[config.mk]
export PLATFORM = sky130hd
export DESIGN_NAME = radix_tree_next_hop
export DESIGN_NICKNAME = d
export VERILOG_FILES = /design/src/rtl/core/rtnh_pkg.sv /design/src/rtl/core/rtnh_mod_unit.sv /design/src/rtl/core/radix_tree_next_hop.sv
export SDC_FILE = /design/constraint.sdc
export NUM_CORES = 1
export LEC_CHECK = 0
export ABC_AREA = 1
export ABC_CLOCK_PERIOD_IN_PS = 5100
export BUFFER_PORTS_ARGS = -buffer_cell sky130_fd_sc_hd__buf_4
export CORE_ASPECT_RATIO = 0.9
export CORE_MARGIN = 2
export CORE_UTILIZATION = 58
export DETAILED_ROUTE_END_ITERATION = 12
export PLACE_DENSITY = 0.8
export SLEW_MARGIN = 20
export SYNTH_ARGS = -nofsm -noshare
export SYNTH_HDL_FRONTEND = slang
export SYNTH_SLANG_ARGS = --single-unit
[constraint.sdc]
create_clock -name aclk -period 5.1 [get_ports aclk]
set_input_delay 0.51 -clock aclk [delete_from_list [all_inputs] [get_ports aclk]]
set_output_delay 0.51 -clock aclk [all_outputs]
set_load 0.1 [all_outputs]
[src/rtl/core/rtnh_pkg.sv]
package rtnh_pkg;

    // Width of level starts, level sizes and remainders; values saturate at all ones
    localparam int VW = 18;
    // Quotient bits of the wide remainder pass (dividend below 2**16)
    localparam int WIDE_STEPS = 16;
    // Width of the shifted divisor in the remainder unit
    localparam int DW = VW + WIDE_STEPS - 1;
    // Step counter width of the remainder unit
    localparam int CW = 5;
    // Level index width (at most 18 levels are walked)
    localparam int LVL_W = 5;

    // Configuration port
    localparam int CFG_AW = 4;
    localparam int CFG_DW = 17;
    localparam logic [CFG_AW-1:0] REG_MY_RANK  = 4'd0;
    localparam logic [CFG_AW-1:0] REG_FANOUT   = 4'd1;
    localparam logic [CFG_AW-1:0] REG_NODE_CNT = 4'd2;
    localparam logic [CFG_AW-1:0] REG_LIFELINE = 4'd3;

    // Route kinds
    localparam logic [2:0] KIND_WILDCARD = 3'd0;
    localparam logic [2:0] KIND_LIFELINE = 3'd1;
    localparam logic [2:0] KIND_SELF     = 3'd2;
    localparam logic [2:0] KIND_CHILD    = 3'd3;
    localparam logic [2:0] KIND_SUBTREE  = 3'd4;
    localparam logic [2:0] KIND_PARENT   = 3'd5;

    // Request to the remainder unit
    typedef struct packed {
        logic          start;
        logic          wide;
        logic [VW-1:0] dividend;
        logic [VW-1:0] divisor;
    } rtnh_mod_cmd_t;

endpackage

[src/rtl/core/rtnh_mod_unit.sv]
module rtnh_mod_unit
    import rtnh_pkg::*;
#(
    parameter int NARROW_STEPS = 6
) (
    input  logic          aclk,
    input  logic          aresetn,
    input  rtnh_mod_cmd_t cmd,
    output logic [VW-1:0] rem,
    output logic          done
);

    logic          busy_reg, busy_next;
    logic          done_reg, done_next;
    logic [CW-1:0] cnt_reg, cnt_next;
    logic [VW-1:0] rem_reg, rem_next;
    logic [DW-1:0] dsh_reg, dsh_next;
    logic          fits;

    // Compare the remainder against the shifted divisor
    assign fits = {{(DW-VW){1'b0}}, rem_reg} >= dsh_reg;

    // Load a new request or run one restoring step
    always_comb begin
        busy_next = busy_reg;
        done_next = 1'b0;
        cnt_next  = cnt_reg;
        rem_next  = rem_reg;
        dsh_next  = dsh_reg;
        if (cmd.start) begin
            busy_next = 1'b1;
            rem_next  = cmd.dividend;
            if (cmd.wide) begin
                dsh_next = DW'(cmd.divisor) << (WIDE_STEPS - 1);
                cnt_next = CW'(WIDE_STEPS);
            end else begin
                dsh_next = DW'(cmd.divisor) << (NARROW_STEPS - 1);
                cnt_next = CW'(NARROW_STEPS);
            end
        end else if (busy_reg) begin
            if (fits) begin
                rem_next = rem_reg - dsh_reg[VW-1:0];
            end
            dsh_next = dsh_reg >> 1;
            cnt_next = cnt_reg - CW'(1);
            if (cnt_reg == CW'(1)) begin
                busy_next = 1'b0;
                done_next = 1'b1;
            end
        end
    end

    always_ff @(posedge aclk) begin
        if (!aresetn) begin
            busy_reg <= 1'b0;
            done_reg <= 1'b0;
            cnt_reg  <= '0;
        end else begin
            busy_reg <= busy_next;
            done_reg <= done_next;
            cnt_reg  <= cnt_next;
        end
    end

    always_ff @(posedge aclk) begin
        rem_reg <= rem_next;
        dsh_reg <= dsh_next;
    end

    assign rem  = rem_reg;
    assign done = done_reg;

endmodule

[src/rtl/core/radix_tree_next_hop.sv]
// Next-hop lookup for a level-ordered k-ary tree of ranks.
// Configuration: cfg_valid/cfg_ready/cfg_addr/cfg_data writes my_rank (0), fanout (1),
// node_count (2) and lifeline_rank (3); cfg_ready is always high. Write only while idle.
// Requests enter on s_tvalid/s_tready: s_tdata = target_rank, s_tuser = target_special.
// Results leave on m_tvalid/m_tready: m_tdata = hop_rank, m_tuser = {route_kind, hop_valid}.
// One request is worked at a time; s_tready is low from acceptance until the result
// is loaded into the output register.
// The request walks the tree levels (2 to 18) needed to place both the target and
// my_rank, plus one level below my_rank, with one multiply-add per level; then come
// three remainder passes through one shared restoring unit (16 steps, then two of
// ceil(log2(MAX_FANOUT)) steps).
// A result waiting in the output register does not block the next request; if the
// receiver stalls, the finished next one holds in the last step until the register frees.
// Reset (synchronous, aresetn low) clears the sequencer and the output valid and loads
// my_rank 0, fanout 64, node_count 1, lifeline_rank 0.
module radix_tree_next_hop
    import rtnh_pkg::*;
#(
    parameter int MAX_NODES  = 65536,
    parameter int MAX_FANOUT = 64
) (
    input  logic              aclk,
    input  logic              aresetn,
    // configuration write channel
    input  logic              cfg_valid,
    output logic              cfg_ready,
    input  logic [CFG_AW-1:0] cfg_addr,
    input  logic [CFG_DW-1:0] cfg_data,
    // request channel
    input  logic              s_tvalid,
    output logic              s_tready,
    input  logic [15:0]       s_tdata,   // [15:0] target_rank
    input  logic [0:0]        s_tuser,   // [0] target_special
    // result channel
    output logic              m_tvalid,
    input  logic              m_tready,
    output logic [15:0]       m_tdata,   // [15:0] hop_rank
    output logic [3:0]        m_tuser    // [0] hop_valid, [3:1] route_kind
);

    localparam int KW = $clog2(MAX_FANOUT + 1);
    localparam int QB = (MAX_FANOUT > 2) ? $clog2(MAX_FANOUT) : 1;

    localparam logic [2:0] ST_IDLE  = 3'd0;
    localparam logic [2:0] ST_WALK  = 3'd1;
    localparam logic [2:0] ST_ISSUE = 3'd2;
    localparam logic [2:0] ST_MODA  = 3'd3;
    localparam logic [2:0] ST_MODB  = 3'd4;
    localparam logic [2:0] ST_MODC  = 3'd5;
    localparam logic [2:0] ST_FIN   = 3'd6;

    localparam logic [VW-1:0] VMAX = {VW{1'b1}};

    function automatic logic [VW-1:0] sat_add(input logic [VW-1:0] a, input logic [VW-1:0] b);
        logic [VW:0] s;
        s = {1'b0, a} + {1'b0, b};
        return s[VW] ? VMAX : s[VW-1:0];
    endfunction

    function automatic logic [VW-1:0] sat_mul(input logic [VW-1:0] a, input logic [KW-1:0] b);
        logic [VW+KW-1:0] p;
        p = (VW+KW)'(a) * (VW+KW)'(b);
        return (p[VW+KW-1:VW] != '0) ? VMAX : p[VW-1:0];
    endfunction

    // configuration registers
    logic [15:0]       my_rank_reg;
    logic [6:0]        fanout_reg;
    logic [16:0]       node_cnt_reg;
    logic [15:0]       lifeline_reg;

    // sequencer and request
    logic [2:0]        state_reg, state_next;
    logic [15:0]       tgt_reg, tgt_next;
    logic              special_reg, special_next;

    // level walk
    logic [LVL_W-1:0]  lvl_reg, lvl_next;
    logic [VW-1:0]     start_reg, start_next;
    logic [VW-1:0]     size_reg, size_next;
    logic [VW-1:0]     p_start_reg, p_start_next;
    logic [VW-1:0]     p_size_reg, p_size_next;
    logic              my_found_reg, my_found_next;
    logic              tgt_found_reg, tgt_found_next;
    logic              nx_done_reg, nx_done_next;
    logic [LVL_W-1:0]  my_lvl_reg, my_lvl_next;
    logic [LVL_W-1:0]  tgt_lvl_reg, tgt_lvl_next;
    logic [VW-1:0]     my_start_reg, my_start_next;
    logic [VW-1:0]     my_size_reg, my_size_next;
    logic [VW-1:0]     myp_start_reg, myp_start_next;
    logic [VW-1:0]     myp_size_reg, myp_size_next;
    logic [VW-1:0]     nx_start_reg, nx_start_next;
    logic [VW-1:0]     nx_size_reg, nx_size_next;
    logic [VW-1:0]     tgt_start_reg, tgt_start_next;

    // remainders
    logic [VW-1:0]     r1_reg, r1_next;
    logic [VW-1:0]     r0_reg, r0_next;
    logic [VW-1:0]     rc_reg, rc_next;

    // output register
    logic              m_valid_reg, m_valid_next;
    logic [15:0]       m_data_reg, m_data_next;
    logic [3:0]        m_user_reg, m_user_next;

    logic [KW-1:0]     k_eff;
    logic [VW-1:0]     my_v, tgt_v, end_w, size_mul, om;
    logic              my_hit, tgt_hit, in_range, found, have_parent;
    logic [VW-1:0]     child_sum, up_sum;
    logic [15:0]       hop_rank;
    logic              hop_valid;
    logic [2:0]        route_kind;
    rtnh_mod_cmd_t     mod_cmd;
    logic [VW-1:0]     mod_rem;
    logic              mod_done;

    rtnh_mod_unit #(
        .NARROW_STEPS(QB)
    ) u_mod (
        .aclk    (aclk),
        .aresetn (aresetn),
        .cmd     (mod_cmd),
        .rem     (mod_rem),
        .done    (mod_done)
    );

    // Clamp the fanout to the supported range
    always_comb begin
        if (fanout_reg < 7'd2) begin
            k_eff = KW'(2);
        end else if (32'(fanout_reg) > MAX_FANOUT) begin
            k_eff = KW'(MAX_FANOUT);
        end else begin
            k_eff = KW'(fanout_reg);
        end
    end

    assign my_v     = VW'(my_rank_reg);
    assign tgt_v    = VW'(tgt_reg);
    assign end_w    = sat_add(start_reg, size_reg);
    assign size_mul = sat_mul(size_reg, k_eff);
    assign my_hit   = !my_found_reg && (my_v < end_w);
    assign tgt_hit  = !tgt_found_reg && (tgt_v < end_w);
    assign om       = my_v - my_start_reg;

    // Classify the request from the walk and remainder results
    assign in_range    = (32'(tgt_reg) < 32'(node_cnt_reg)) && (32'(tgt_reg) < MAX_NODES);
    assign found       = in_range && (tgt_lvl_reg > my_lvl_reg) && (r0_reg == om);
    assign have_parent = (my_rank_reg != 16'd0);
    assign child_sum   = nx_start_reg + r1_reg;
    assign up_sum      = myp_start_reg + rc_reg;

    always_comb begin
        hop_rank   = 16'd0;
        hop_valid  = 1'b0;
        route_kind = KIND_WILDCARD;
        if (special_reg) begin
            route_kind = KIND_WILDCARD;
        end else if (tgt_reg == lifeline_reg) begin
            route_kind = KIND_LIFELINE;
            if (have_parent) begin
                hop_rank  = up_sum[15:0];
                hop_valid = 1'b1;
            end
        end else if (tgt_reg == my_rank_reg) begin
            route_kind = KIND_SELF;
            hop_rank   = tgt_reg;
            hop_valid  = 1'b1;
        end else if (found) begin
            route_kind = (tgt_lvl_reg == my_lvl_reg + LVL_W'(1)) ? KIND_CHILD : KIND_SUBTREE;
            hop_rank   = child_sum[15:0];
            hop_valid  = 1'b1;
        end else begin
            route_kind = KIND_PARENT;
            if (have_parent) begin
                hop_rank  = up_sum[15:0];
                hop_valid = 1'b1;
            end
        end
    end

    // Sequencer: walk levels, then three remainder passes, then load the result
    always_comb begin
        state_next     = state_reg;
        tgt_next       = tgt_reg;
        special_next   = special_reg;
        lvl_next       = lvl_reg;
        start_next     = start_reg;
        size_next      = size_reg;
        p_start_next   = p_start_reg;
        p_size_next    = p_size_reg;
        my_found_next  = my_found_reg;
        tgt_found_next = tgt_found_reg;
        nx_done_next   = nx_done_reg;
        my_lvl_next    = my_lvl_reg;
        tgt_lvl_next   = tgt_lvl_reg;
        my_start_next  = my_start_reg;
        my_size_next   = my_size_reg;
        myp_start_next = myp_start_reg;
        myp_size_next  = myp_size_reg;
        nx_start_next  = nx_start_reg;
        nx_size_next   = nx_size_reg;
        tgt_start_next = tgt_start_reg;
        r1_next        = r1_reg;
        r0_next        = r0_reg;
        rc_next        = rc_reg;
        m_valid_next   = m_valid_reg;
        m_data_next    = m_data_reg;
        m_user_next    = m_user_reg;
        mod_cmd        = '0;

        // drop the result once taken
        if (m_valid_reg && m_tready) begin
            m_valid_next = 1'b0;
        end

        case (state_reg)
            ST_IDLE: begin
                if (s_tvalid) begin
                    tgt_next       = s_tdata;
                    special_next   = s_tuser[0];
                    lvl_next       = '0;
                    start_next     = '0;
                    size_next      = VW'(1);
                    p_start_next   = '0;
                    p_size_next    = VW'(1);
                    my_found_next  = 1'b0;
                    tgt_found_next = 1'b0;
                    nx_done_next   = 1'b0;
                    state_next     = ST_WALK;
                end
            end
            ST_WALK: begin
                // advance one level
                lvl_next     = lvl_reg + LVL_W'(1);
                start_next   = end_w;
                size_next    = size_mul;
                p_start_next = start_reg;
                p_size_next  = size_reg;
                if (my_hit) begin
                    my_found_next  = 1'b1;
                    my_lvl_next    = lvl_reg;
                    my_start_next  = start_reg;
                    my_size_next   = size_reg;
                    myp_start_next = p_start_reg;
                    myp_size_next  = p_size_reg;
                end
                // capture the level just below my_rank
                if (my_found_reg && !nx_done_reg) begin
                    nx_done_next  = 1'b1;
                    nx_start_next = start_reg;
                    nx_size_next  = size_reg;
                end
                if (tgt_hit) begin
                    tgt_found_next = 1'b1;
                    tgt_lvl_next   = lvl_reg;
                    tgt_start_next = start_reg;
                end
                if (my_found_reg && (tgt_found_reg || tgt_hit)) begin
                    state_next = ST_ISSUE;
                end
            end
            ST_ISSUE: begin
                // target offset modulo the size of the level below my_rank
                mod_cmd.start    = 1'b1;
                mod_cmd.wide     = 1'b1;
                mod_cmd.dividend = tgt_v - tgt_start_reg;
                mod_cmd.divisor  = nx_size_reg;
                state_next       = ST_MODA;
            end
            ST_MODA: begin
                if (mod_done) begin
                    r1_next          = mod_rem;
                    mod_cmd.start    = 1'b1;
                    mod_cmd.wide     = 1'b0;
                    mod_cmd.dividend = mod_rem;
                    mod_cmd.divisor  = my_size_reg;
                    state_next       = ST_MODB;
                end
            end
            ST_MODB: begin
                if (mod_done) begin
                    r0_next          = mod_rem;
                    mod_cmd.start    = 1'b1;
                    mod_cmd.wide     = 1'b0;
                    mod_cmd.dividend = om;
                    mod_cmd.divisor  = myp_size_reg;
                    state_next       = ST_MODC;
                end
            end
            ST_MODC: begin
                if (mod_done) begin
                    rc_next    = mod_rem;
                    state_next = ST_FIN;
                end
            end
            ST_FIN: begin
                // hold until the output register is free
                if (!m_valid_reg || m_tready) begin
                    m_valid_next = 1'b1;
                    m_data_next  = hop_rank;
                    m_user_next  = {route_kind, hop_valid};
                    state_next   = ST_IDLE;
                end
            end
            default: begin
                state_next = ST_IDLE;
            end
        endcase
    end

    // Control state and configuration
    always_ff @(posedge aclk) begin
        if (!aresetn) begin
            state_reg     <= ST_IDLE;
            m_valid_reg   <= 1'b0;
            my_found_reg  <= 1'b0;
            tgt_found_reg <= 1'b0;
            nx_done_reg   <= 1'b0;
            my_rank_reg   <= 16'd0;
            fanout_reg    <= 7'd64;
            node_cnt_reg  <= 17'd1;
            lifeline_reg  <= 16'd0;
        end else begin
            state_reg     <= state_next;
            m_valid_reg   <= m_valid_next;
            my_found_reg  <= my_found_next;
            tgt_found_reg <= tgt_found_next;
            nx_done_reg   <= nx_done_next;
            if (cfg_valid) begin
                case (cfg_addr)
                    REG_MY_RANK:  my_rank_reg  <= cfg_data[15:0];
                    REG_FANOUT:   fanout_reg   <= cfg_data[6:0];
                    REG_NODE_CNT: node_cnt_reg <= cfg_data;
                    REG_LIFELINE: lifeline_reg <= cfg_data[15:0];
                    default: ;
                endcase
            end
        end
    end

    // Datapath registers
    always_ff @(posedge aclk) begin
        tgt_reg       <= tgt_next;
        special_reg   <= special_next;
        lvl_reg       <= lvl_next;
        start_reg     <= start_next;
        size_reg      <= size_next;
        p_start_reg   <= p_start_next;
        p_size_reg    <= p_size_next;
        my_lvl_reg    <= my_lvl_next;
        tgt_lvl_reg   <= tgt_lvl_next;
        my_start_reg  <= my_start_next;
        my_size_reg   <= my_size_next;
        myp_start_reg <= myp_start_next;
        myp_size_reg  <= myp_size_next;
        nx_start_reg  <= nx_start_next;
        nx_size_reg   <= nx_size_next;
        tgt_start_reg <= tgt_start_next;
        r1_reg        <= r1_next;
        r0_reg        <= r0_next;
        rc_reg        <= rc_next;
        m_data_reg    <= m_data_next;
        m_user_reg    <= m_user_next;
    end

    assign cfg_ready = 1'b1;
    assign s_tready  = (state_reg == ST_IDLE);
    assign m_tvalid  = m_valid_reg;
    assign m_tdata   = m_data_reg;
    assign m_tuser   = m_user_reg;

endmodule

# == Word-level counts from Yosys, hierarchy flattened ==
# Cells that the tools add are included.
# word_totals
register_bits,415
latchBits,0
ram_bits,0
mem_bits_ro,0
in_bits,43
output_inout_bits,23
elab_cells,178
mem_count,0
# classes
n_addsub,9
mul,1
n_div,0
magnitude_cmp,7
eq_ne,24
n_shift,0
mux,57
n_bitwise,2
n_reduce_logical,41
# ops
cell,count
2-to-1 mux 18 bit,7
one-hot mux 38 bit (3 select lines),1
one-hot mux 18 bit (2 select lines),3
2-to-1 mux 33 bit,3
2-to-1 mux 38 bit,2
2-to-1 mux 16 bit,4
less-than comparator 16 x 18 -> 1 bit,2
subtractor 16 x 18 -> 18 bit,2
>= comparator 18 x 33 -> 1 bit,1
adder 16 bit,2
equality test 16 bit,2
one-hot mux 16 bit (2 select lines),1
AND reduction 2 bit,13
multiplier 18 x 7 -> 25 bit,1
2-to-1 mux 3 bit,8
one-hot mux 3 bit (7 select lines),1
2-to-1 mux 5 bit,4
adder 18 x 18 -> 19 bit,1
equality test 18 bit,1
subtractor 18 bit,1
less-than comparator 16 x 17 -> 1 bit,1
2-to-1 mux 1 bit,16
nonzero test 16 bit,1
2-to-1 mux 7 bit,2
30 further kinds,61

# == Longest topological paths before layout ==
# Gate-level depths: netlist of the first run.
# logic_depth
depth_word,8
ltp_mapped,29
mapped_depth_nobuf,28

# == Hierarchy ==
# A second synthesis of the first run with hierarchy kept.
# unflattened
hier_cells,3100
area_unflattened_um2,26988.4
# by_module_without_submodules
module,n_inst,cells_per_inst,area_each_um2,seq_area_each_um2
radix_tree_next_hop,1,2642,23307.4,10089.7
rtnh_mod_unit,1,458,3681.0,1671.6

# == Least setup slack after synthesis of the first run ==
# No wires, ideal clock.
# synth_path
kind,reg-to-reg
start,register fanout_reg[1]
end,register size_reg[0] (data pin)
setup_ns,0.273
arrival_ns,5.291
required_ns,4.827
slack_ns,-0.464
path_stages_with_launch,29
n_path_buf,2
period_less_slack_ns,5.564
path_cell_list,dfxtp_1 > nor2_1 > nand3_1 > o21ai_0 > inv_1 > nor2_1 > inv_1 > clkbuf_1 > nor2_1 > fa_1 > fa_1 > fa_1 > inv_1 > fa_1 > inv_1 > ha_1 > inv_1 > o21ai_0 > nor2_1 > o211ai_1 > a21oi_1 > nor2_1 > nor2_1 > xnor2_1 > nor2_1 > nand2_1 > nor2_4 > buf_4 > o211ai_1
# synth_between
elab_chain_cells,7
word_cells_on_any_way,8
classes_between,mul: 1; order compare: 2; mux: 4; reduce/logical: 1
# synth_lines
element,line,text
start: declaration,radix_tree_next_hop.sv:68,logic [6:0] fanout_reg;
start signal: assignment,radix_tree_next_hop.sv:333,REG_FANOUT: fanout_reg <= cfg_data[6:0];
greater-than comparator 7 bit,radix_tree_next_hop.sv:131,end else if (32'(fanout_reg) > MAX_FANOUT) begin
2-to-1 mux 7 bit,radix_tree_next_hop.sv:131,
2-to-1 mux 7 bit *,radix_tree_next_hop.sv:129,if (fanout_reg < 7'd2) begin
multiplier 18 x 7 -> 25 bit *,radix_tree_next_hop.sv:62,p = (VW+KW)'(a) * (VW+KW)'(b);
nonzero test 7 bit,radix_tree_next_hop.sv:63,return (p[VW+KW-1:VW] != '0) ? VMAX : p[VW-1:0];
2-to-1 mux 18 bit *,radix_tree_next_hop.sv:63,
one-hot mux 18 bit (2 select lines) *,radix_tree_next_hop.sv:217,case (state_reg)
end signal: assignment,radix_tree_next_hop.sv:348,size_reg <= size_next;
end: declaration,radix_tree_next_hop.sv:80,"logic [VW-1:0] size_reg, size_next;"
# Mark *: on every way between the ends. The rest lies on a longest branch, timed or not.
# A chain may end at the register's enable or synchronous reset.

# == Final worst setup path of the first run ==
# layout_path
start,register fanout_reg[2]
end,register size_reg[12] (data pin)
# Same word-level chain as after synthesis.

==> results of run 1 <==
## how the worst min path moves through the flow
| stage | end | slack (ns) | depth (start not counted) |
|---|---|---|---|
| global route | tgt_reg[13] | 0.09 | 1 |
| floorplan | myp_size_reg[0] | 0.40 | 0 |
| global placement | myp_start_reg[6] | 0.40 | 0 |
| CTS | tgt_reg[10] | 0.08 | 1 |
| finish | tgt_reg[0] | 0.09 | 1 |
| detailed placement | myp_size_reg[6] | 0.40 | 0 |
## routing by layer
layer	part of all wire, %	track usage (%)
met4	3.5	10.9
met5	0.017	0
met2	46	52.7
met3	10	5.47
met1	41	43.8
## cell usage in the layout (no fill, tap or decap), types with 10 or more instances in the layout
cell type and n:
nand2_1 571, buf_4 178, o21ai_1 16, o21ai_0 146, a21oi_1 225, a22oi_1 19
ha_4 11, nand3_1 153, xor2_1 50, nand2_2 10, a31oi_1 11, inv_1 445
nor2_1 258, nor2_2 16, clkbuf_16 47, nor2_4 16, dfxtp_1 67, nand4_1 37
ha_1 183, o211ai_1 15, nor3_1 20, inv_2 18, edfxtp_1 345, xnor2_1 45
fa_1 84, clkinv_2 12
## area by class of cell
type	instances	area [µm²]
fillers	3462	14400
multi-input cells	1990	12800
flip-flops and latches	415	11800
inverters	469	1770
repair buffers	185	1450
clock buffers	54	1200
well taps	600	751
clock inverters	28	272
repair inverters	1	6.26
## worst reg2reg max path: cells and delay by family, from the launching register on
kind	cells	cell delay, ns
adders and majority gates	5	2.32
and+or+nand+nor	12	1.41
DFF	1	0.34
xor gates and xnor gates	1	0.14
AOI/OAI and AO/OA	3	0.36
buffers and inverters	6	0.63
## power by group through the flow
stage               Sequential, mW  Clock (mW)  Combinational, mW
CTS                           5.67        3.33               7.21
global route                  5.76        3.46               8.18
finish                        5.71        3.31               7.37
floorplan                     5.46           0               4.87
global placement              5.69           0               6.85
detailed placement            5.74           0               7.14
## per-stage QoR
stage | power (mW) | std cells
floorplan | 10.3 | 2930
global placement | 12.5 | 3654
detailed placement | 12.9 | 3654
CTS | 16.2 | 3738
global route | 17.4 | 3742
finish | 16.4 | 3742
## kinds of logic (layout without fill, tap and decap cells)
family	after synthesis	after routing	synth area share, %
XOR/XNOR	96	96	3.27
AND/OR/NAND/NOR	1125	1125	18.1
AO/OA/AOI/OAI	488	488	10.2
adder cells (fa/ha/maj)	280	280	15.8
other	1	1	0.0143
buffers and inverters	525	737	7.58
flip-flops	415	415	45.0
## repair_timing
action,in CTS,in global routing
resized for setup,8,33
cloned,0,1
pin swaps,2,10
buffers inserted,2,2
endpoints found under the setup margin,18,18
==> impl_metrics.yaml, run 1 <==
synthesis:
  ys_top_cells_by_count: "576 x nand2_1, 452 x inv_1, 345 x edfxtp_1"
  synthFlopType: "edfxtp_1"
  synth.area.top_cells: "edfxtp_1 40%, ha_1 9.3%, nand2_1 8.3%"
  syn_area_mm2: 0.0262
  yosysMostFrequentCell: "nand2_1"
  yosys_register_bits: 415
  synth_top_area_share_pct: 39.6
  ys_types: 54
  synthCells: 2930
  async_flop_share_pct: 0
  synth_nets: 3253
  synth_top_area_cell: "edfxtp_1"
  ys_seq_area_share_pct: 45.0
  synth_edf_count: 345
  syn_avg_cell_area_um2: 8.93
  yosysWarnings: 0
place:
  place_worst_setup_slack_ns: -0.436
  port-buffer-count: 64
  routabilityCongestion: 0.978
  dpl_cell_area_mm2: 0.0283
  dpl.hpwl_um: 57200
floorplan:
  die_width_um: 228
  die-height_um: 205
  start_util_pct: 58.9
  dieArea_mm2: 0.0468
  row_count: 73
  design.core.area_mm2: 0.0444
  ios: 66
global_routing:
  overflow: 0
  grt_pass1_vias: 20900
  antenna_found_initial: 1
  grt_max_degree: 76
  grt_pass1_wl_um: 115000
  grtUsageTotal_pct: 32.2
run_status:
  status: "finished, violations left"
  violations: "setup timing"
worst_setup_path:
  r2r-start: "fanout_reg[2]"
  cp.required_ns: 5.40
  cp_max_fo: 18
  arrival_ns: 5.79
  crit_buf_inv: 6
  end_kind: "register"
  path_class: "reg -> reg"
  cpLargestDelayFamily: "adder cells"
  critical_path_depth: 27
  worstRegToRegCells: 27
  reg2reg_slack_ns: -0.39
  crit_slowest_cell: "fa_1"
  slowest_delay_ns: 0.56
  reg2reg_to: "size_reg[12]"
  start_kind: "register"
  crit_path_start: "fanout_reg[2]"
  endpoint: "size_reg[12]"
min_path:
  hp-start: "s_tdata[0]"
  hold_class: "in -> reg"
sta:
  holdWs_ns: 0.0944
  fin_crit_sh_pct: 108
  skew_ns: 0.0226
  finalSetupTns_ns: -6.53
  post-route-min-period_ns: 5.49
  final_max_slew_viol_count: 0
  setup_viol: 18
  worst_pin_slew_ns: 1.05
  hold_violations: 0
  rsz0062_at_grt: "yes"
  maxSlewHeadroom_pct: 30.0
  fmax_mhz: 182
  setup_slack_ns: -0.394
cells_and_area:
  num_antenna_cells: 0
  final_util_pct: 67.6
  finalNetCount: 3430
  largest_reg_flops: 33
  drive_gt1_share_pct: 12.0
  final_area_mm2: 0.0300
  area_growth_pct: 14.7
routing:
  drt_wl_total_um: 75400
  num_vias: 21600
  wl_per_cell_um: 20.1
  ant_nets: 0
  drt_iter0_markers: 2261
  avgViaCountPerCell: 5.77
  drc: 0
  first_pass_iters: 6
clock_tree:
  clk_pin_slew_worst_paths_ns: 0.06
  numCtsBuffers: 45
  clk_path_buf_depth: 3
  htreeDepth: 2
  cts.sinks: 415
  cts_tree: "done"
  cts_hold_buffers: 0
  clock_latency_ns: 0.60
  clock-root-buffer: "clkbuf_16"
power:
  switchingPower_mw: 6.95
  internal_power_mw: 9.44
  clockPowerShare_pct: 20.2
  pwr-share-seq_pct: 34.9
  irDropWorstVdd_mv: 0.497
  power_density_mw_per_mm2: 546
  p_leak_nw: 13.4
  combPwrFrac_pct: 45.0
  switching_share_pct: 42.4
run:
  cap_viol_max_count: 0
No activity file was read; power rests on OpenSTA's default activity.
==> run 2, diff against run 1 <==
- ABC_AREA: 1 -> default
==> run 2 against run 1 <==
  * The flow still finishes with violations (setup timing)
  * Sequential power up 2%
  * Combinational power grew 28%
  * Flip-flop and latch count is the same
  * Count of clock-buffer cells in the layout grew 8
  * Core utilization up 2.5 points
  * Area after synthesis is 0.19% higher
  * Non-clock buffer count increased by 99
  * Via count is 3.6% lower
  * Fmax fell by 7.8%
  * Critical path depth shrank 4
  * Power rose by 13%
  * Global-route usage increased by 1.9 points
==> impl_metrics.yaml, run 2 <==
floorplan:
  dieArea_mm2: 0.0469
  ios: 66
  row_count: 73
  die_width_um: 228
  start_util_pct: 59.1
  design.core.area_mm2: 0.0444
  die-height_um: 206
cells_and_area:
  seqCellArea_mm2: 0.0118
  multi_input_area_mm2: 0.0137
  fillers: 3171
  final_common_cell: "edfxtp_1"
  final_cell_mix: "345 x edfxtp_1, 228 x buf_4, 224 x nand2_1, 218 x inv_1, 185 x ha_1"
  drive_gt1_share_pct: 16.5
  final_area_mm2: 0.0311
  area_growth_pct: 18.7
  instances_no_fill: 3368
  num_antenna_cells: 0
  largest_reg_flops: 33
  finalNetCount: 3057
min_path:
  min_to: "tgt_reg[12]"
  hold_class: "in -> reg"
  hold_path_depth: 1
  hp-start: "s_tdata[12]"
sta:
  post-route-min-period_ns: 5.96
  worst_pin_slew_ns: 0.927
  final_max_slew_viol_count: 0
  fmax_mhz: 168
  hold_violations: 0
  skew_ns: 0.0197
  setup_viol: 117
  setup_slack_ns: -0.861
  rsz0062_at_grt: "yes"
  maxSlewHeadroom_pct: 38.0
  holdWs_ns: 0.103
  fin_crit_sh_pct: 117
worst_setup_path:
  arrival_ns: 6.26
  reg2reg_to: "size_reg[10]"
  cp_common_cell: "fa_1"
  worstRegToRegCells: 23
  cp_max_fo: 6
  path_class: "reg -> reg"
  crit_chain: "nor4_4 > nor2_2 > nor2_4 > and2_4 > fa_1 > fa_1 > fa_1 > inv_2 > fa_1 > inv_2 > ha_4 > a21o_1 > a2111oi_4 > a21boi_2 > o21bai_2 > a21oi_2 > o211ai_1 > a2111o_1 > o211ai_1 > and4b_2 > buf_12 > clkbuf_16 > a21oi_2"
  crit_path_start: "fanout_reg[2]"
  reg2reg_slack_ns: -0.86
  crit_slowest_cell: "fa_1"
  start_kind: "register"
  slowest_delay_ns: 0.56
  cp.required_ns: 5.39
  r2r-start: "fanout_reg[2]"
  end_kind: "register"
routing:
  drc: 0
  drt_iter0_markers: 2117
  drt_wl_total_um: 79800
  num_vias: 20800
  met3WireLength_um: 8510
  wl_per_cell_um: 23.7
  first_pass_iters: 7
  avgViaCountPerCell: 6.18
  drt-met1-wl_um: 31800
  ant_nets: 0
  wl_met2_um: 36200
  highest_layer: "met4"
power:
  power_density_mw_per_mm2: 596
  p_leak_nw: 12.9
  irDropWorstVdd_mv: 0.496
  finalPower_mw: 18.6
global_routing:
  grt_max_degree: 78
  grtUsageTotal_pct: 34.1
  grt_pass1_wl_um: 121000
  overflow: 0
  antenna_found_initial: 5
  grt_pass1_vias: 20900
run_status:
  status: "finished, violations left"
  violations: "setup timing"
synthesis:
  ys_seq_area_share_pct: 44.9
  async_flop_share_pct: 0
  yosysWarnings: 0
  syn_avg_cell_area_um2: 10.6
  ys_types: 92
  synth_top_area_share_pct: 39.5
  synth_top_area_cell: "edfxtp_1"
  yosysMostFrequentCell: "edfxtp_1"
  synth_nets: 2802
  synthCells: 2479
  synth_edf_count: 345
  yosys_register_bits: 415
  synthFlopType: "edfxtp_1"
  syn_area_mm2: 0.0262
  ys_top_cells_by_count: "345 x edfxtp_1, 228 x nand2_1, 222 x inv_1"
  synth.area.top_cells: "edfxtp_1 40%, ha_1 9.3%, fa_1 6.5%"
clock_tree:
  clk_path_buf_depth: 3
  cts.sinks: 415
  cts_hold_buffers: 0
  cts_tree: "done"
  numCtsBuffers: 45
  clock_latency_ns: 0.58
  htreeDepth: 2
  clk_pin_slew_worst_paths_ns: 0.06
  clock-root-buffer: "clkbuf_16"
place:
  dp_cells: 3228
  dpl.hpwl_um: 57600
  port-buffer-count: 64
  dpl_cell_area_mm2: 0.0286
  routabilityCongestion: 0.950
run:
  cap_viol_max_count: 0
run 2: cell count changes after synthesis, sizes merged, moves of 83 or more:
cell   delta
a21oi   -115
o21ai    -83
inv     -241
nor2    -124
and2    +132
nand2   -357
nand3   -107
run 2: worst max path at each step:
| stage | end | slack, ns |
|---|---|---|
| CTS | size_reg[16] | -0.82 |
| global placement | size_reg[5] | -0.80 |
| floorplan | my_lvl_reg[0] | -1.42 |
| global route | size_reg[13] | -1.03 |
| finish | size_reg[10] | -0.86 |
| detailed placement | size_reg[2] | -0.95 |
run 2: area by class of cell:
| cell class | instances | share of cell area, % |
|---|---|---|
| inverters | 223 | 2.70 |
| flip-flops and latches | 415 | 37.8 |
| repair buffers | 284 | 8.37 |
| multi-input cells | 1765 | 44.0 |
| well taps | 600 | 2.41 |
| clock buffers | 62 | 4.06 |
| clock inverters | 19 | 0.676 |
run 2: metal layers:
layer | GRT usage, % | up-vias
li1 | - | 9369
met1 | 46.0 | 10200
met2 | 54.4 | 1057
met3 | 6.64 | 202
met4 | 14.4 | 0
met5 | 0 | -
run 2: worst max-delay path: cells and delay by family (launching register included):
kind | cells | cell delay [ns]
simple gates | 5 | 1.06
fa+ha+maj | 5 | 2.18
flops | 1 | 0.33
compound gates | 9 | 1.74
buf+inv | 4 | 0.35
run 2: cell families (layout without fill, tap and decap cells):
| logic type | count (synthesis) | after routing | synth area share (%) |
|---|---|---|---|
| buffers and inverters | 299 | 588 | 4.47 |
| flip-flops | 415 | 415 | 44.9 |
| other | 1 | 1 | 0.0143 |
| AND/OR/NAND/NOR | 798 | 798 | 15.3 |
| XOR/XNOR | 150 | 150 | 5.12 |
| AO/OA/AOI/OAI | 520 | 520 | 13.9 |
| multiplexers | 16 | 16 | 0.625 |
| adder cells (fa/ha/maj) | 280 | 280 | 15.8 |
run 2: metrics by stage:
step,util (%),setup TNS (ns),setup WS [ns]
after floorplan,-,-117.12,-1.42
after global placement,64.5,-50.01,-0.796
after detailed placement,64.5,-61.85,-0.948
after CTS,69.9,-30.94,-0.821
after global routing,70.1,-54.42,-1.03
final,70.1,-32.73,-0.861
run 2: timing repair:
action / in CTS / in global routing
setup endpoints to repair: 120 / 120
pin swaps: 36 / 19
cloned: 10 / 3
hold endpoints to repair: 0 / 0
buffers inserted: 49 / 13
resized for setup: 72 / 33
run 2: power by group:
group / leakage, nW / internal [mW] / switching (mW)
Sequential: 3.84 / 5.12 / 0.689
Combinational: 8.31 / 3.97 / 5.46
Clock: 0.711 / 1.94 / 1.37
Total: 12.9 / 11.0 / 7.52
==> run 3, diff against run 2 <==
- SYNTH_HIERARCHICAL: default -> 1
==> run 3 against run 2 <==
  * The run still ends with setup timing left
  * Flip-flop and latch count did not move
  * Sequential power increased by 3%
  * Clock skew up 0.0083 ns
  * Critical path type unchanged
  * Largest cell class unchanged
==> impl_metrics.yaml, run 3 <==
run_status:
  status: "finished, violations left"
  violations: "setup timing"
power:
  p_leak_nw: 12.7
  irDropWorstVdd_mv: 0.441
  finalPower_mw: 18.0
  power_density_mw_per_mm2: 590
clock_tree:
  cts_hold_buffers: 0
  clock_latency_ns: 0.59
  clk_path_buf_depth: 3
  htreeDepth: 2
  cts_tree: "done"
  clk_pin_slew_worst_paths_ns: 0.07
  clock-root-buffer: "clkbuf_16"
  numCtsBuffers: 44
  cts.sinks: 415
min_path:
  hold_path_depth: 1
  min_to: "tgt_reg[0]"
  hp-start: "s_tdata[0]"
  hold_class: "in -> reg"
global_routing:
  grt_pass1_vias: 20300
  overflow: 0
  grtUsageTotal_pct: 31.2
  grt_max_degree: 76
  grt_pass1_wl_um: 113000
  antenna_found_initial: 2
floorplan:
  ios: 66
  start_util_pct: 59.0
  row_count: 73
  dieArea_mm2: 0.0469
  design.core.area_mm2: 0.0444
  die_width_um: 228
  die-height_um: 206
cells_and_area:
  final_util_pct: 68.7
  area_growth_pct: 16.4
  largest_reg_flops: 33
  finalNetCount: 2996
  num_antenna_cells: 0
  final_common_cell: "edfxtp_1"
  final_cell_mix: "345 x edfxtp_1, 230 x buf_4, 198 x inv_1, 194 x nor2_1, 187 x ha_1"
  final_area_mm2: 0.0305
  fillers: 3168
  drive_gt1_share_pct: 15.9
worst_setup_path:
  r2r-start: "fanout_reg[5]"
  start_kind: "register"
  worstRegToRegCells: 24
  end_kind: "register"
  path_class: "reg -> reg"
  arrival_ns: 6.45
  reg2reg_to: "size_reg[14]"
  reg2reg_slack_ns: -0.93
  cp.required_ns: 5.52
  cp_max_fo: 5
synthesis:
  synth-simple-area-share_pct: 14.8
  syn_avg_cell_area_um2: 10.7
  synth_top_area_cell: "edfxtp_1"
  synthFlopType: "edfxtp_1"
  syn_area_mm2: 0.0262
  synth.area.top_cells: "edfxtp_1 40%, ha_1 9.3%, fa_1 6.5%"
  yosysWarnings: 6
  synth_edf_count: 345
  synthCells: 2456
  yosys_register_bits: 415
  ys_top_cells_by_count: "345 x edfxtp_1, 202 x inv_1, 198 x nor2_1"
  synth-xor-area-share_pct: 5.19
  synthAdderAreaFrac_pct: 15.8
  async_flop_share_pct: 0
  ys_types: 89
  synth_top_family_by_area: "adder cells"
  yosysMostFrequentCell: "edfxtp_1"
  synth_compound_area_share_pct: 12.5
  yosys-mux-area-fraction_pct: 2.72
  ys_seq_area_share_pct: 44.9
  synth_nets: 2779
  synth_top_area_share_pct: 39.5
sta:
  holdWs_ns: 0.0945
  setup_slack_ns: -0.930
  rsz0062_at_grt: "yes"
  maxSlewHeadroom_pct: 24.2
  final_max_slew_viol_count: 0
  skew_ns: 0.0280
  setup_viol: 18
  finalSetupTns_ns: -16.24
  post-route-min-period_ns: 6.03
  fin_crit_sh_pct: 118
  hold_violations: 0
  worst_pin_slew_ns: 1.13
  fmax_mhz: 166
place:
  routabilityCongestion: 0.926
  dpl_cell_area_mm2: 0.0286
  port-buffer-count: 64
  dpl.hpwl_um: 53200
routing:
  avgViaCountPerCell: 6.13
  first_pass_iters: 6
  num_vias: 20300
  ant_nets: 0
  wl_per_cell_um: 22.1
  drt_wl_total_um: 73200
  drc: 0
  drt_iter0_markers: 1945
run:
  cap_viol_max_count: 0
run 3: worst max-delay path by stage:
stage | startpoint | end | slack, ns | cells after the start
after floorplan | fanout_reg[5] | size_reg[11] | -0.75 | 23
after global placement | fanout_reg[5] | size_reg[2] | -0.82 | 22
after detailed placement | fanout_reg[5] | size_reg[16] | -0.98 | 24
after CTS | fanout_reg[2] | size_reg[12] | -0.67 | 23
after global routing | fanout_reg[5] | size_reg[14] | -1.16 | 26
final | fanout_reg[5] | size_reg[14] | -0.93 | 24
run 3: worst max-delay path: stages (launching register included):
cell and delay, ns:
dfxtp_2 0.33, nor4_4 0.31, nor2_2 0.11, nor2_4 0.16, buf_12 0.12, and2_4 0.14, fa_1 0.43, fa_1 0.49
fa_1 0.50, inv_1 0.06, fa_1 0.55, inv_1 0.05, ha_2 0.18, or4_4 0.55, o21ai_4 0.21, o21ai_4 0.09
a21oi_4 0.21, o31ai_4 0.11, buf_4 0.16, a211o_1 0.27, a211oi_2 0.30, nor4_4 0.09, buf_4 0.16, clkbuf_16 0.16
a21oi_2 0.12
run 3: through the flow:
step / setup WS (ns) / cells
final: -0.930 / 3306
after CTS: -0.675 / 3295
after global routing: -1.16 / 3306
after global placement: -0.822 / 3205
after floorplan: -0.751 / 2456
after detailed placement: -0.983 / 3205
run 3: routing by layer:
| layer | global-route usage (%) | vias to the layer above | wire [µm] |
|---|---|---|---|
| met5 | 0 | - | 13 |
| met4 | 13.8 | 2 | 3550 |
| met3 | 4.48 | 208 | 5750 |
| met2 | 53.0 | 879 | 34600 |
| met1 | 40.1 | 9907 | 29300 |
| li1 | - | 9268 | - |
run 3: kinds of logic (layout without fill, tap and decap cells):
kind of cell / count (synthesis) / count (layout)
AOI/OAI and AO/OA: 491 / 491
and+or+nand+nor: 772 / 772
buffers and inverters: 278 / 528
other: 1 / 1
DFF: 415 / 415
adders and majority gates: 280 / 280
muxes: 71 / 71
xor gates and xnor gates: 148 / 148
run 3: repair_timing:
| action | in CTS | in global routing |
|---|---|---|
| gates resized for setup | 33 | 48 |
| cloned | 2 | 0 |
| hold endpoints to repair | 0 | 0 |
| setup endpoints to repair | 29 | 63 |
| pin swaps | 27 | 58 |
| buffers inserted | 10 | 13 |
run 3: where the power goes:
part,switching (mW),internal [mW]
logic,5.19,3.67
clock network,1.37,1.79
registers,0.720,5.26
total,7.28,10.7
run 3: layout make-up:
cell class | instances | area, µm² | area share (%)
tap | 600 | 751 | 2.46
inverter | 205 | 769 | 2.52
timing repair buffer | 244 | 1960 | 6.42
clock inverter | 16 | 135 | 0.443
multi-input combinational | 1763 | 13900 | 45.4
sequential | 415 | 11800 | 38.6
clock buffer | 63 | 1260 | 4.15
